## config.mk

```make
export PLATFORM = sky130hd
export DESIGN_NAME = humidity_sensor_poll_sequencer
export DESIGN_NICKNAME = d
export VERILOG_FILES = /design/src/hdl/hsps_pkg.sv /design/src/hdl/humidity_sensor_poll_sequencer.sv /design/src/hdl/hsps_frame_decode.sv
export SDC_FILE = /design/constraint.sdc
export NUM_CORES = 1
export LEC_CHECK = 0
export BUFFER_PORTS_ARGS = -buffer_cell sky130_fd_sc_hd__buf_2
export CAP_MARGIN = 25
export CORE_MARGIN = 2
export CORE_UTILIZATION = 50
export DETAILED_ROUTE_END_ITERATION = 12
export PLACE_DENSITY = 0.68
export SLEW_MARGIN = 20
export SYNTH_ARGS = -nofsm -noshare
export SYNTH_HDL_FRONTEND = slang
export SYNTH_SLANG_ARGS = --single-unit
export TNS_END_PERCENT = 20
```

## constraint.sdc

```tcl
create_clock -name clk -period 9 [get_ports clk]
set_clock_uncertainty 0.1 [all_clocks]
set_input_delay 1.8 -clock clk [delete_from_list [all_inputs] [get_ports clk]]
set_output_delay 1.8 -clock clk [all_outputs]
set_load 0.005 [all_outputs]
```

## src/hdl/hsps_pkg.sv

```systemverilog
// ----------------------------------------------------------------------------
// hsps_pkg
// Types and constants shared by the humidity sensor poll sequencer.
// ----------------------------------------------------------------------------
package hsps_pkg;

  // bus action codes reported per poll
  localparam logic [1:0] ACT_NONE    = 2'd0;
  localparam logic [1:0] ACT_TRIGGER = 2'd1;
  localparam logic [1:0] ACT_STATUS  = 2'd2;
  localparam logic [1:0] ACT_FRAME   = 2'd3;

  localparam int unsigned BUSY_BIT = 7;

  localparam logic [31:0] SETTLE_MS      = 32'd90;
  localparam logic [1:0]  MAX_READ_TRIES = 2'd3;
  localparam logic [2:0]  FAIL_LIMIT     = 3'd5;
  localparam logic [2:0]  FAIL_SAT       = 3'd6;

  localparam logic [15:0] PERIOD_RESET   = 16'd1000;
  localparam logic [19:0] STALE_BASE_MS  = 20'd5000;
  localparam logic [19:0] STALE_RESET    = 20'd15000;

  // valid temperature window -40..90 degC expressed on the 20-bit raw code
  localparam logic [19:0] RAW_T_MIN = 20'd52429;
  localparam logic [19:0] RAW_T_MAX = 20'd734003;

  // scale factors to hundredths over 2^20
  localparam logic [13:0] HUM_SCALE   = 14'd10000;
  localparam logic [14:0] TEMP_SCALE  = 15'd20000;
  localparam logic [15:0] TEMP_OFFSET = 16'd5000;

  typedef struct packed {
    logic        busy;
    logic        in_range;
    logic [13:0] humidity;
    logic [14:0] temperature;
  } frame_info_t;

endpackage

```

## src/hdl/humidity_sensor_poll_sequencer.sv

```systemverilog
// ----------------------------------------------------------------------------
// humidity_sensor_poll_sequencer
// Poll sequencer for an I2C humidity and temperature sensor.
// ----------------------------------------------------------------------------
// Each input transfer is one poll: a millisecond timestamp plus the outcome of
// every bus transfer that poll would make. Each poll yields exactly one result
// transfer with the bus action taken, the fresh-data flag, the health flag and
// the last stored humidity and temperature.
// Input channel in_*, result channel out_*, period register via cfg_wr_en and
// cfg_wr_data (write only while no poll is in flight).
// A poll accepted is held in the input register, and its result is loaded into
// the output register when the output register is empty or being drained. One
// poll per cycle is sustained while out_tready stays high, set by the
// combinational state update between the two registers.
// When out_tready is low the output register holds its result and the input
// register still takes one more poll; in_tready then drops until the result
// is taken.
// Reset (rst_n low, synchronous) puts the sequencer in idle, clears all times,
// counters, flags and stored readings, and loads a period of 1000 ms.
// ----------------------------------------------------------------------------
module humidity_sensor_poll_sequencer
  import hsps_pkg::*;
(
  input  logic        clk,
  input  logic        rst_n,
  input  logic        cfg_wr_en,
  input  logic [15:0] cfg_wr_data,   // period_ms
  input  logic        in_tvalid,
  output logic        in_tready,
  // now_ms[31:0], trigger_acked[32], status_received[33], status_byte[41:34],
  // frame_complete[42], frame_bytes[90:43], zero fill[95:91]
  input  logic [95:0] in_tdata,
  output logic        out_tvalid,
  input  logic        out_tready,
  // bus_action[1:0], new_data[2], sensor_ok[3], reading_valid[4],
  // humidity_centi[18:5], temperature_centi[33:19], zero fill[39:34]
  output logic [39:0] out_tdata
);

  logic        in_valid_r;
  logic [90:0] in_data_r;
  logic        out_valid_r;
  logic [33:0] out_data_r;
  logic        advance;

  logic [15:0] period_r;
  logic [19:0] stale_limit_r;

  logic        measuring_r,   measuring_nxt;
  logic [31:0] last_req_r,    last_req_nxt;
  logic [31:0] last_good_r,   last_good_nxt;
  logic [1:0]  attempts_r,    attempts_nxt;
  logic [2:0]  fail_cnt_r,    fail_cnt_nxt;
  logic        healthy_r,     healthy_nxt;
  logic [13:0] humidity_r,    humidity_nxt;
  logic [14:0] temperature_r, temperature_nxt;
  logic        has_reading_r, has_reading_nxt;

  logic [31:0] now_ms;
  logic        trigger_acked;
  logic        status_received;
  logic [7:0]  status_byte;
  logic        frame_complete;
  logic [47:0] frame_bytes;

  logic [1:0]  action;
  logic        fresh;
  logic        fail;
  logic [1:0]  attempts_inc;
  logic [31:0] since_req;
  logic [31:0] since_good;
  frame_info_t info;

  assign now_ms          = in_data_r[31:0];
  assign trigger_acked   = in_data_r[32];
  assign status_received = in_data_r[33];
  assign status_byte     = in_data_r[41:34];
  assign frame_complete  = in_data_r[42];
  assign frame_bytes     = in_data_r[90:43];

  assign advance   = in_valid_r && (!out_valid_r || out_tready);
  assign in_tready = !in_valid_r || advance;

  hsps_frame_decode u_decode (
    .frame_bytes (frame_bytes),
    .info        (info)
  );

  assign since_req    = now_ms - last_req_r;
  assign attempts_inc = attempts_r + 2'd1;

  always_comb begin
    measuring_nxt   = measuring_r;
    last_req_nxt    = last_req_r;
    last_good_nxt   = last_good_r;
    attempts_nxt    = attempts_r;
    fail_cnt_nxt    = fail_cnt_r;
    healthy_nxt     = healthy_r;
    humidity_nxt    = humidity_r;
    temperature_nxt = temperature_r;
    has_reading_nxt = has_reading_r;
    action          = ACT_NONE;
    fresh           = 1'b0;
    fail            = 1'b0;

    if (!measuring_r) begin
      if (since_req >= {16'd0, period_r}) begin
        action       = ACT_TRIGGER;
        last_req_nxt = now_ms;
        if (trigger_acked) begin
          measuring_nxt = 1'b1;
        end else begin
          fail = 1'b1;
        end
      end
    end else if (since_req >= SETTLE_MS) begin
      action = ACT_STATUS;
      if (!status_received) begin
        if (attempts_inc >= MAX_READ_TRIES) begin
          attempts_nxt  = 2'd0;
          measuring_nxt = 1'b0;
          last_req_nxt  = now_ms;
          fail          = 1'b1;
        end else begin
          attempts_nxt = attempts_inc;
        end
      end else begin
        attempts_nxt = 2'd0;
        if (!status_byte[BUSY_BIT]) begin
          action        = ACT_FRAME;
          measuring_nxt = 1'b0;
          last_req_nxt  = now_ms;
          if (frame_complete && !info.busy && info.in_range) begin
            fresh           = 1'b1;
            fail_cnt_nxt    = 3'd0;
            healthy_nxt     = 1'b1;
            last_good_nxt   = now_ms;
            humidity_nxt    = info.humidity;
            temperature_nxt = info.temperature;
            has_reading_nxt = 1'b1;
          end else begin
            fail = 1'b1;
          end
        end
      end
    end

    if (fail) begin
      if (fail_cnt_r < FAIL_SAT) begin
        fail_cnt_nxt = fail_cnt_r + 3'd1;
      end
      if (fail_cnt_nxt > FAIL_LIMIT) begin
        healthy_nxt = 1'b0;
      end
    end

    // staleness uses the time of the last good reading after this poll
    since_good = now_ms - last_good_nxt;
    if (healthy_nxt && (since_good > {12'd0, stale_limit_r})) begin
      healthy_nxt = 1'b0;
    end
  end

  always_ff @(posedge clk) begin
    if (!rst_n) begin
      period_r      <= PERIOD_RESET;
      stale_limit_r <= STALE_RESET;
    end else if (cfg_wr_en) begin
      period_r      <= cfg_wr_data;
      stale_limit_r <= ({4'd0, cfg_wr_data} << 3) + ({4'd0, cfg_wr_data} << 1)
                       + STALE_BASE_MS;
    end
  end

  always_ff @(posedge clk) begin
    if (!rst_n) begin
      in_valid_r <= 1'b0;
    end else if (in_tready) begin
      in_valid_r <= in_tvalid;
    end
  end

  always_ff @(posedge clk) begin
    if (in_tready && in_tvalid) begin
      in_data_r <= in_tdata[90:0];
    end
  end

  always_ff @(posedge clk) begin
    if (!rst_n) begin
      out_valid_r <= 1'b0;
    end else if (advance) begin
      out_valid_r <= 1'b1;
    end else if (out_tready) begin
      out_valid_r <= 1'b0;
    end
  end

  always_ff @(posedge clk) begin
    if (advance) begin
      out_data_r <= {temperature_nxt, humidity_nxt, has_reading_nxt,
                     healthy_nxt, fresh, action};
    end
  end

  always_ff @(posedge clk) begin
    if (!rst_n) begin
      measuring_r   <= 1'b0;
      last_req_r    <= 32'd0;
      last_good_r   <= 32'd0;
      attempts_r    <= 2'd0;
      fail_cnt_r    <= 3'd0;
      healthy_r     <= 1'b0;
      humidity_r    <= 14'd0;
      temperature_r <= 15'd0;
      has_reading_r <= 1'b0;
    end else if (advance) begin
      measuring_r   <= measuring_nxt;
      last_req_r    <= last_req_nxt;
      last_good_r   <= last_good_nxt;
      attempts_r    <= attempts_nxt;
      fail_cnt_r    <= fail_cnt_nxt;
      healthy_r     <= healthy_nxt;
      humidity_r    <= humidity_nxt;
      temperature_r <= temperature_nxt;
      has_reading_r <= has_reading_nxt;
    end
  end

  assign out_tvalid = out_valid_r;
  assign out_tdata  = {6'd0, out_data_r};

endmodule

```

## src/hdl/hsps_frame_decode.sv

```systemverilog
// ----------------------------------------------------------------------------
// hsps_frame_decode
// Unpacks the six-byte result frame, range-checks the temperature code and
// converts both raw fields to hundredths.
// ----------------------------------------------------------------------------
module hsps_frame_decode
  import hsps_pkg::*;
(
  input  logic [47:0]  frame_bytes,
  output frame_info_t  info
);

  logic [19:0] raw_h;
  logic [19:0] raw_t;
  logic [33:0] hum_prod;
  logic [34:0] temp_prod;
  logic [15:0] temp_wide;

  // byte 0 sits in the top bits
  assign raw_h = {frame_bytes[39:32], frame_bytes[31:24], frame_bytes[23:20]};
  assign raw_t = {frame_bytes[19:16], frame_bytes[15:8], frame_bytes[7:0]};

  assign hum_prod  = raw_h * HUM_SCALE;
  assign temp_prod = raw_t * TEMP_SCALE;
  assign temp_wide = {1'b0, temp_prod[34:20]} - TEMP_OFFSET;

  assign info.busy        = frame_bytes[40 + BUSY_BIT];
  assign info.in_range    = (raw_t >= RAW_T_MIN) && (raw_t <= RAW_T_MAX);
  assign info.humidity    = hum_prod[33:20];
  assign info.temperature = temp_wide[14:0];

endmodule

```

### Yosys cells after proc, flatten, opt, wreduce, memory -nomap -nowiden

Index checks and enable logic that the tools add are counted.
W data, S select, Z words.

* input bits: 117
* output and inout bits: 42
* logic and storage cells: 122
* register bits after elaboration: 264

* add/subtract/negate cells: 7
* bitwise operators: 3
* reductions and logical operators: 16
* multiplexer cells: 67
* eq/ne operators: 3
* multipliers: 2
* $lt $le $gt $ge: 8

Operators with widths (number)
* $mux W32: 11
* $mux W15: 5
* $mux W14: 5
* $sub A32 B32 Y32: 2
* $mul A20 B10 Y30 const B: 2
* $mux W1: 34
* $ge A32 B16 Y1: 1
* $ge A32 B7 Y1 const B: 1
* $gt A32 B20 Y1: 1
* $mux W3: 8
* $add A19 B17 Y20: 1
* $add A20 B13 Y20 const B: 1
* $ge A20 B16 Y1 const B: 1
* $le A20 B20 Y1 const B: 1
* $sub A15 B13 Y15 const B: 1
* $mux W2: 4
* $logic_and A1 B1 Y1: 6
* $reduce_and A5 Y1: 1
* $reduce_bool A2 Y1: 2
* $reduce_or A4 Y1: 1
* $add A3 B1 Y3 const B: 1
* $gt A3 B3 Y1 const B: 1
* $logic_not A1 Y1: 3
* $lt A3 B3 Y1 const B: 1
* other kinds (8): 11

### Longest topological paths before layout

* word-level depth: 15
* gate-level depth with buffers: 41
* gate-level depth less buffers: 40

### Cells and area by module

Synthesis repeated with hierarchy kept, for this count alone.

* cell total of the unflattened synthesis: 2279
* area, all modules: 21404.3 sq um

Modules (own cells, without submodules)
* humidity_sensor_poll_sequencer: times used 1, cells each 1522, area each 14760.4 sq um
* hsps_frame_decode: times used 1, cells each 757, area each 6643.9 sq um

### Worst setup path after synthesis

Ideal clock, no wire load.

* path kind: reg-to-reg
* from: register in_data_r[0]
* to: register healthy_r
* setup slack: 1.372 ns
* data arrival time: 7.459 ns
* cell stages (with the launch flop): 42
* clock period less this slack: 7.628 ns
* setup time: 0.069 ns
* path buffers: 1
* required time: 8.831 ns
* cell sequence: edfxtp_1 inv_1 ha_1 inv_1 fa_1 a21o_1 a311o_1 nand2_1 o21ai_1 a22o_1 a21oi_1 xnor2_1 or4_1 or4_4 nand2_4 buf_2 nand2_1 o21ai_0 [6 not listed] o21bai_1 and2_1 o21ai_0 nand2b_1 a21oi_1 xnor2_1 ha_1 nand4_1 nor4_1 nand2_1 o21ai_0 o21ai_0 nor4_1 o2111a_1 o2111ai_1 a211oi_1 a221oi_2 o21ai_1

* elaborated cells on any way between the ends: 24
* those cells by class: add/sub (2); order compare (4); mux (17); reduce/logical (1)

RTL lines
* from (decl): line humidity_sensor_poll_sequencer.sv:41 `logic [90:0] in_data_r;`
* from (signal assigned): line humidity_sensor_poll_sequencer.sv:185 `in_data_r <= in_tdata[90:0];`
* branches (longest 3 deep; another with $sub A32 B32 Y32)
* $mux W32 *: line humidity_sensor_poll_sequencer.sv:116 `end else if (since_req >= SETTLE_MS) begin`
* $mux W32 *: line humidity_sensor_poll_sequencer.sv:106 `if (!measuring_r) begin`
* named net last_good_nxt[0]: line humidity_sensor_poll_sequencer.sv:51 `logic [31:0] last_good_r, last_good_nxt;`
* $sub A32 B32 Y32 *: line humidity_sensor_poll_sequencer.sv:158 `since_good = now_ms - last_good_nxt;`
* $gt A32 B20 Y1 *: line humidity_sensor_poll_sequencer.sv:159 `if (healthy_nxt && (since_good > {12'd0, stale_limit_r})) begin`
* $logic_and A1 B1 Y1 *: line humidity_sensor_poll_sequencer.sv:159
* $mux W1 *: line humidity_sensor_poll_sequencer.sv:159
* to (signal assigned): line humidity_sensor_poll_sequencer.sv:223 `healthy_r <= healthy_nxt;`
* to (decl): line humidity_sensor_poll_sequencer.sv:54 `logic healthy_r, healthy_nxt;`

Mark *: on every way through the listed nets, which the timed path passes. The select of a mux whose other input is x is not followed.
A chain may end at the register's enable or synchronous reset.

### Worst setup path in the final report

* from: register in_data_r[0]
* to: register healthy_r

* word-level cells in the longest chain between the ends: 11
* elaborated cells on any way between the ends: 24
* those cells by class: add/sub (2); order compare (4); mux (17); reduce/logical (1)

Ends and longest elaborated chain (line)
* branches (longest 10 deep; another with $sub A32 B32 Y32)
* $mux W1 *: humidity_sensor_poll_sequencer.sv:159

Every way passes the cells marked *. The select of a mux whose other input is x is not followed.

==> impl_metrics.py <==
metrics = {
    "status": {
        "outcome": "complete, no violations",
    },
    "clocking": {
        "cts_buffers": 29,
        "cts_tree": "done",
        "clock_latency_ns": 0.58,
        "clk_pin_slew_ns": 0.06,
        "clockRootBuffer": "clkbuf_16",
        "h-tree-depth": 1,
        "cts.sinks": 247,
        "postCtsSetupRepairBufs": 0,
        "clock_path_buffers": 3,
    },
    "worst_setup_path": {
        "critical_path_class": "register to register",
        "endpoint_kind": "register",
        "critPathSlowestCell": "or4_4",
        "critical_path.startpoint_type": "register",
        "crit_arrival_ns": 8.73,
        "cp_max_fo": 9,
        "max_stage_delay_ns": 0.58,
        "cp.required_ns": 9.40,
        "critPathMostFrequentCell": "o21ai_0",
    },
    "routing": {
        "vias": 16100,
        "wire_per_inst_um": 16.1,
        "drt_drc_violations_left": 0,
        "via_per_inst": 5.45,
        "drt_iter0_drc": 973,
        "first_pass_iters": 5,
        "wl_um": 47700,
        "drtAntennaViolNets": 0,
    },
    "finish": {
        "area_delta_synth_final_pct": 11.1,
        "stdcell_area_sq_um": 23300,
        "layout_common_cells": "411 x inv_1, 314 x ha_1, 147 x a21oi_1",
        "n_antenna_cell": 0,
        "drive_above_1_share_pct": 11.0,
        "mostFrequentLayoutCell": "inv_1",
        "layout.nets": 2924,
    },
    "timing": {
        "min_period_over_period_pct": 92.6,
        "max_freq_mhz": 120,
        "setup-tns-final_ns": 0,
        "setup_viol": 0,
        "tightest_slew_ns": 0.868,
        "fin_hold_ws_ns": 0.355,
        "relSlewSlack_pct": 41.7,
        "rsz0062_at_grt": "no",
        "slew_viol_final": 0,
        "hold_violations": 0,
        "fin_ws_ns": 0.668,
        "min_period_ns": 8.33,
    },
    "logic_synthesis": {
        "synth_area_sq_um": 20900,
        "avgSynthCellArea_sq_um": 9.20,
        "ys_seq_area_share_pct": 28.9,
        "yosysUniqueCellTypes": 93,
        "synthFlopType": "dfxtp_1",
        "ys_warn_count": 0,
        "synth_seq_cells": 247,
        "async_reset_ff_share_pct": 0,
        "syn_inst": 2277,
        "synth_edf_count": 111,
    },
    "die": {
        "dieArea_sq_um": 43500,
        "num_rows": 74,
        "core_sq_um": 41100,
        "dieHeight_um": 209,
        "ioPinCount": 159,
        "die_x_um": 209,
        "start_util_pct": 50.9,
    },
    "placed_design": {
        "io_buffers": 133,
        "dp_hpwl_um": 37100,
        "gp_congestion": 0.883,
        "placed_cell_area_sq_um": 22100,
        "place_ws_ns": 0.309,
    },
    "global_route": {
        "grt_pass1_vias": 15800,
        "grtUsageTotal_pct": 22.0,
        "grt_max_degree": 91,
        "grt_pass1_wl_um": 78600,
        "antenna_found_initial": 0,
        "grt-ovfl-total": 0,
    },
    "min_path": {
        "hp-class": "register to register",
    },
    "power_and_ir_drop": {
        "p_per_area_nw_per_um2": 221,
        "p_leak_nw": 10.9,
        "ir_worst_vdd_mv": 0.244,
    },
    "flow_run": {
        "maxCapViolations": 0,
    },
}
## logic make-up after synthesis
logic type	synth area share (%)
muxes	5.27
AOI/OAI and AO/OA	15.0
adders and majority gates	27.9
xor gates and xnor gates	3.60
and+or+nand+nor	10.3
buffers and inverters	8.97
DFF	28.9
other	0.0179
## timing repair
action | CTS | global route
endpoints found under the setup margin | 0 | 2
gates resized for setup | 0 | 16
hold buffers | 0 | 0
## registers in the layout, indices dropped and copies added (netlist names), 14 cells and up
signal         flops
in_data_r         77
out_data_r        34
last_good_r       32
last_req_r        32
stale_limit_r     17
period_r          16
temperature_r     15
humidity_r        14
## cells in the mapped netlist (4+ instances only)
| master | n | area, sq um |
|---|---|---|
| nand2b_1 | 17 | 106 |
| o21bai_1 | 14 | 105 |
| nand3b_1 | 10 | 75.1 |
| nor4_1 | 7 | 43.8 |
| o21ai_0 | 106 | 531 |
| xor2_1 | 29 | 254 |
| buf_2 | 7 | 35.0 |
| o21ai_1 | 6 | 30.0 |
| a211oi_1 | 45 | 338 |
| buf_1 | 7 | 26.3 |
| a31oi_1 | 10 | 62.6 |
| or3_1 | 4 | 25.0 |
| mux2i_1 | 81 | 811 |
| a211o_1 | 5 | 43.8 |
| nor3_1 | 23 | 115 |
| nand3_1 | 62 | 310 |
| buf_4 | 6 | 45.0 |
| or4_1 | 4 | 30.0 |
| nand2_1 | 123 | 462 |
| clkbuf_1 | 43 | 161 |
| or2_2 | 4 | 25.0 |
| ha_1 | 315 | 3940 |
| a21o_1 | 38 | 285 |
| mux2_2 | 22 | 248 |
| nand4_1 | 16 | 100 |
| o2111ai_1 | 5 | 43.8 |
| o211ai_1 | 31 | 233 |
| dfxtp_1 | 136 | 2720 |
| inv_1 | 412 | 1550 |
| o31ai_1 | 8 | 60.1 |
| fa_1 | 95 | 1900 |
| nor2_1 | 144 | 541 |
| o21a_1 | 10 | 75.1 |
| edfxtp_1 | 111 | 3330 |
| and2_1 | 8 | 50.1 |
| a21oi_1 | 151 | 756 |
| o41ai_1 | 4 | 35.0 |
| xnor2_1 | 57 | 499 |
| buf_6 | 5 | 56.3 |
| nor2b_1 | 15 | 93.8 |
| and3_1 | 4 | 25.0 |
## final cells by class
type                       instances  area (sq um)
fill                            3688         17800
multi-input combinational       1553         13100
sequential                       247          6060
inverter                         414          1560
timing repair buffer             152           865
clock buffer                      30           729
tap                              532           666
clock inverter                    24           293
## power breakdown
part           switching (mW)  internal, mW
sequential             0.0583          1.23
combinational            1.53          1.07
clock                   0.495         0.762
## stage by stage
step           cells  utilization [%]  power [mW]
3_3_place_gp    2894             53.8        3.81
5_1_grt         2952             56.6        5.61
2_1_floorplan   2282                -        3.32
6_report        2952             56.6        5.15
3_5_place_dp    2896             53.9        3.89
4_1_cts         2950             56.3        5.19
## final timing paths
kind	start	endpoint	slack (ns)	cells after the start
worst max-delay path	in_data_r[0]$_DFFE_PP_	healthy_r$_SDFFE_PN0P_	0.67	37
worst max register to register	in_data_r[0]$_DFFE_PP_	healthy_r$_SDFFE_PN0P_	0.67	37
worst min-delay path	has_reading_r$_SDFFE_PN0P_	has_reading_r$_SDFFE_PN0P_	0.35	1
worst min register to register	has_reading_r$_SDFFE_PN0P_	has_reading_r$_SDFFE_PN0P_	0.35	1
## worst max-delay path, delay by kind of cell (launching register included)
kind | cells | cell delay [ns]
AOI/OAI and AO/OA | 17 | 3.16
and+or+nand+nor | 9 | 1.99
buffers and inverters | 4 | 0.44
xor gates and xnor gates | 1 | 0.15
muxes | 2 | 0.77
DFF | 1 | 0.42
adders and majority gates | 4 | 1.21
## metal layers
| metal | GRT usage, % | vias to the layer above | share of wire, % |
|---|---|---|---|
| met1 | 31.5 | 7624 | 48 |
| met2 | 35.4 | 352 | 45 |
| met3 | 3.10 | 52 | 4.9 |
| met5 | 0 | - | 0 |
| li1 | - | 8058 | - |
| met4 | 4.58 | 0 | 1.8 |
No activity file was read; power rests on OpenSTA's default activity.
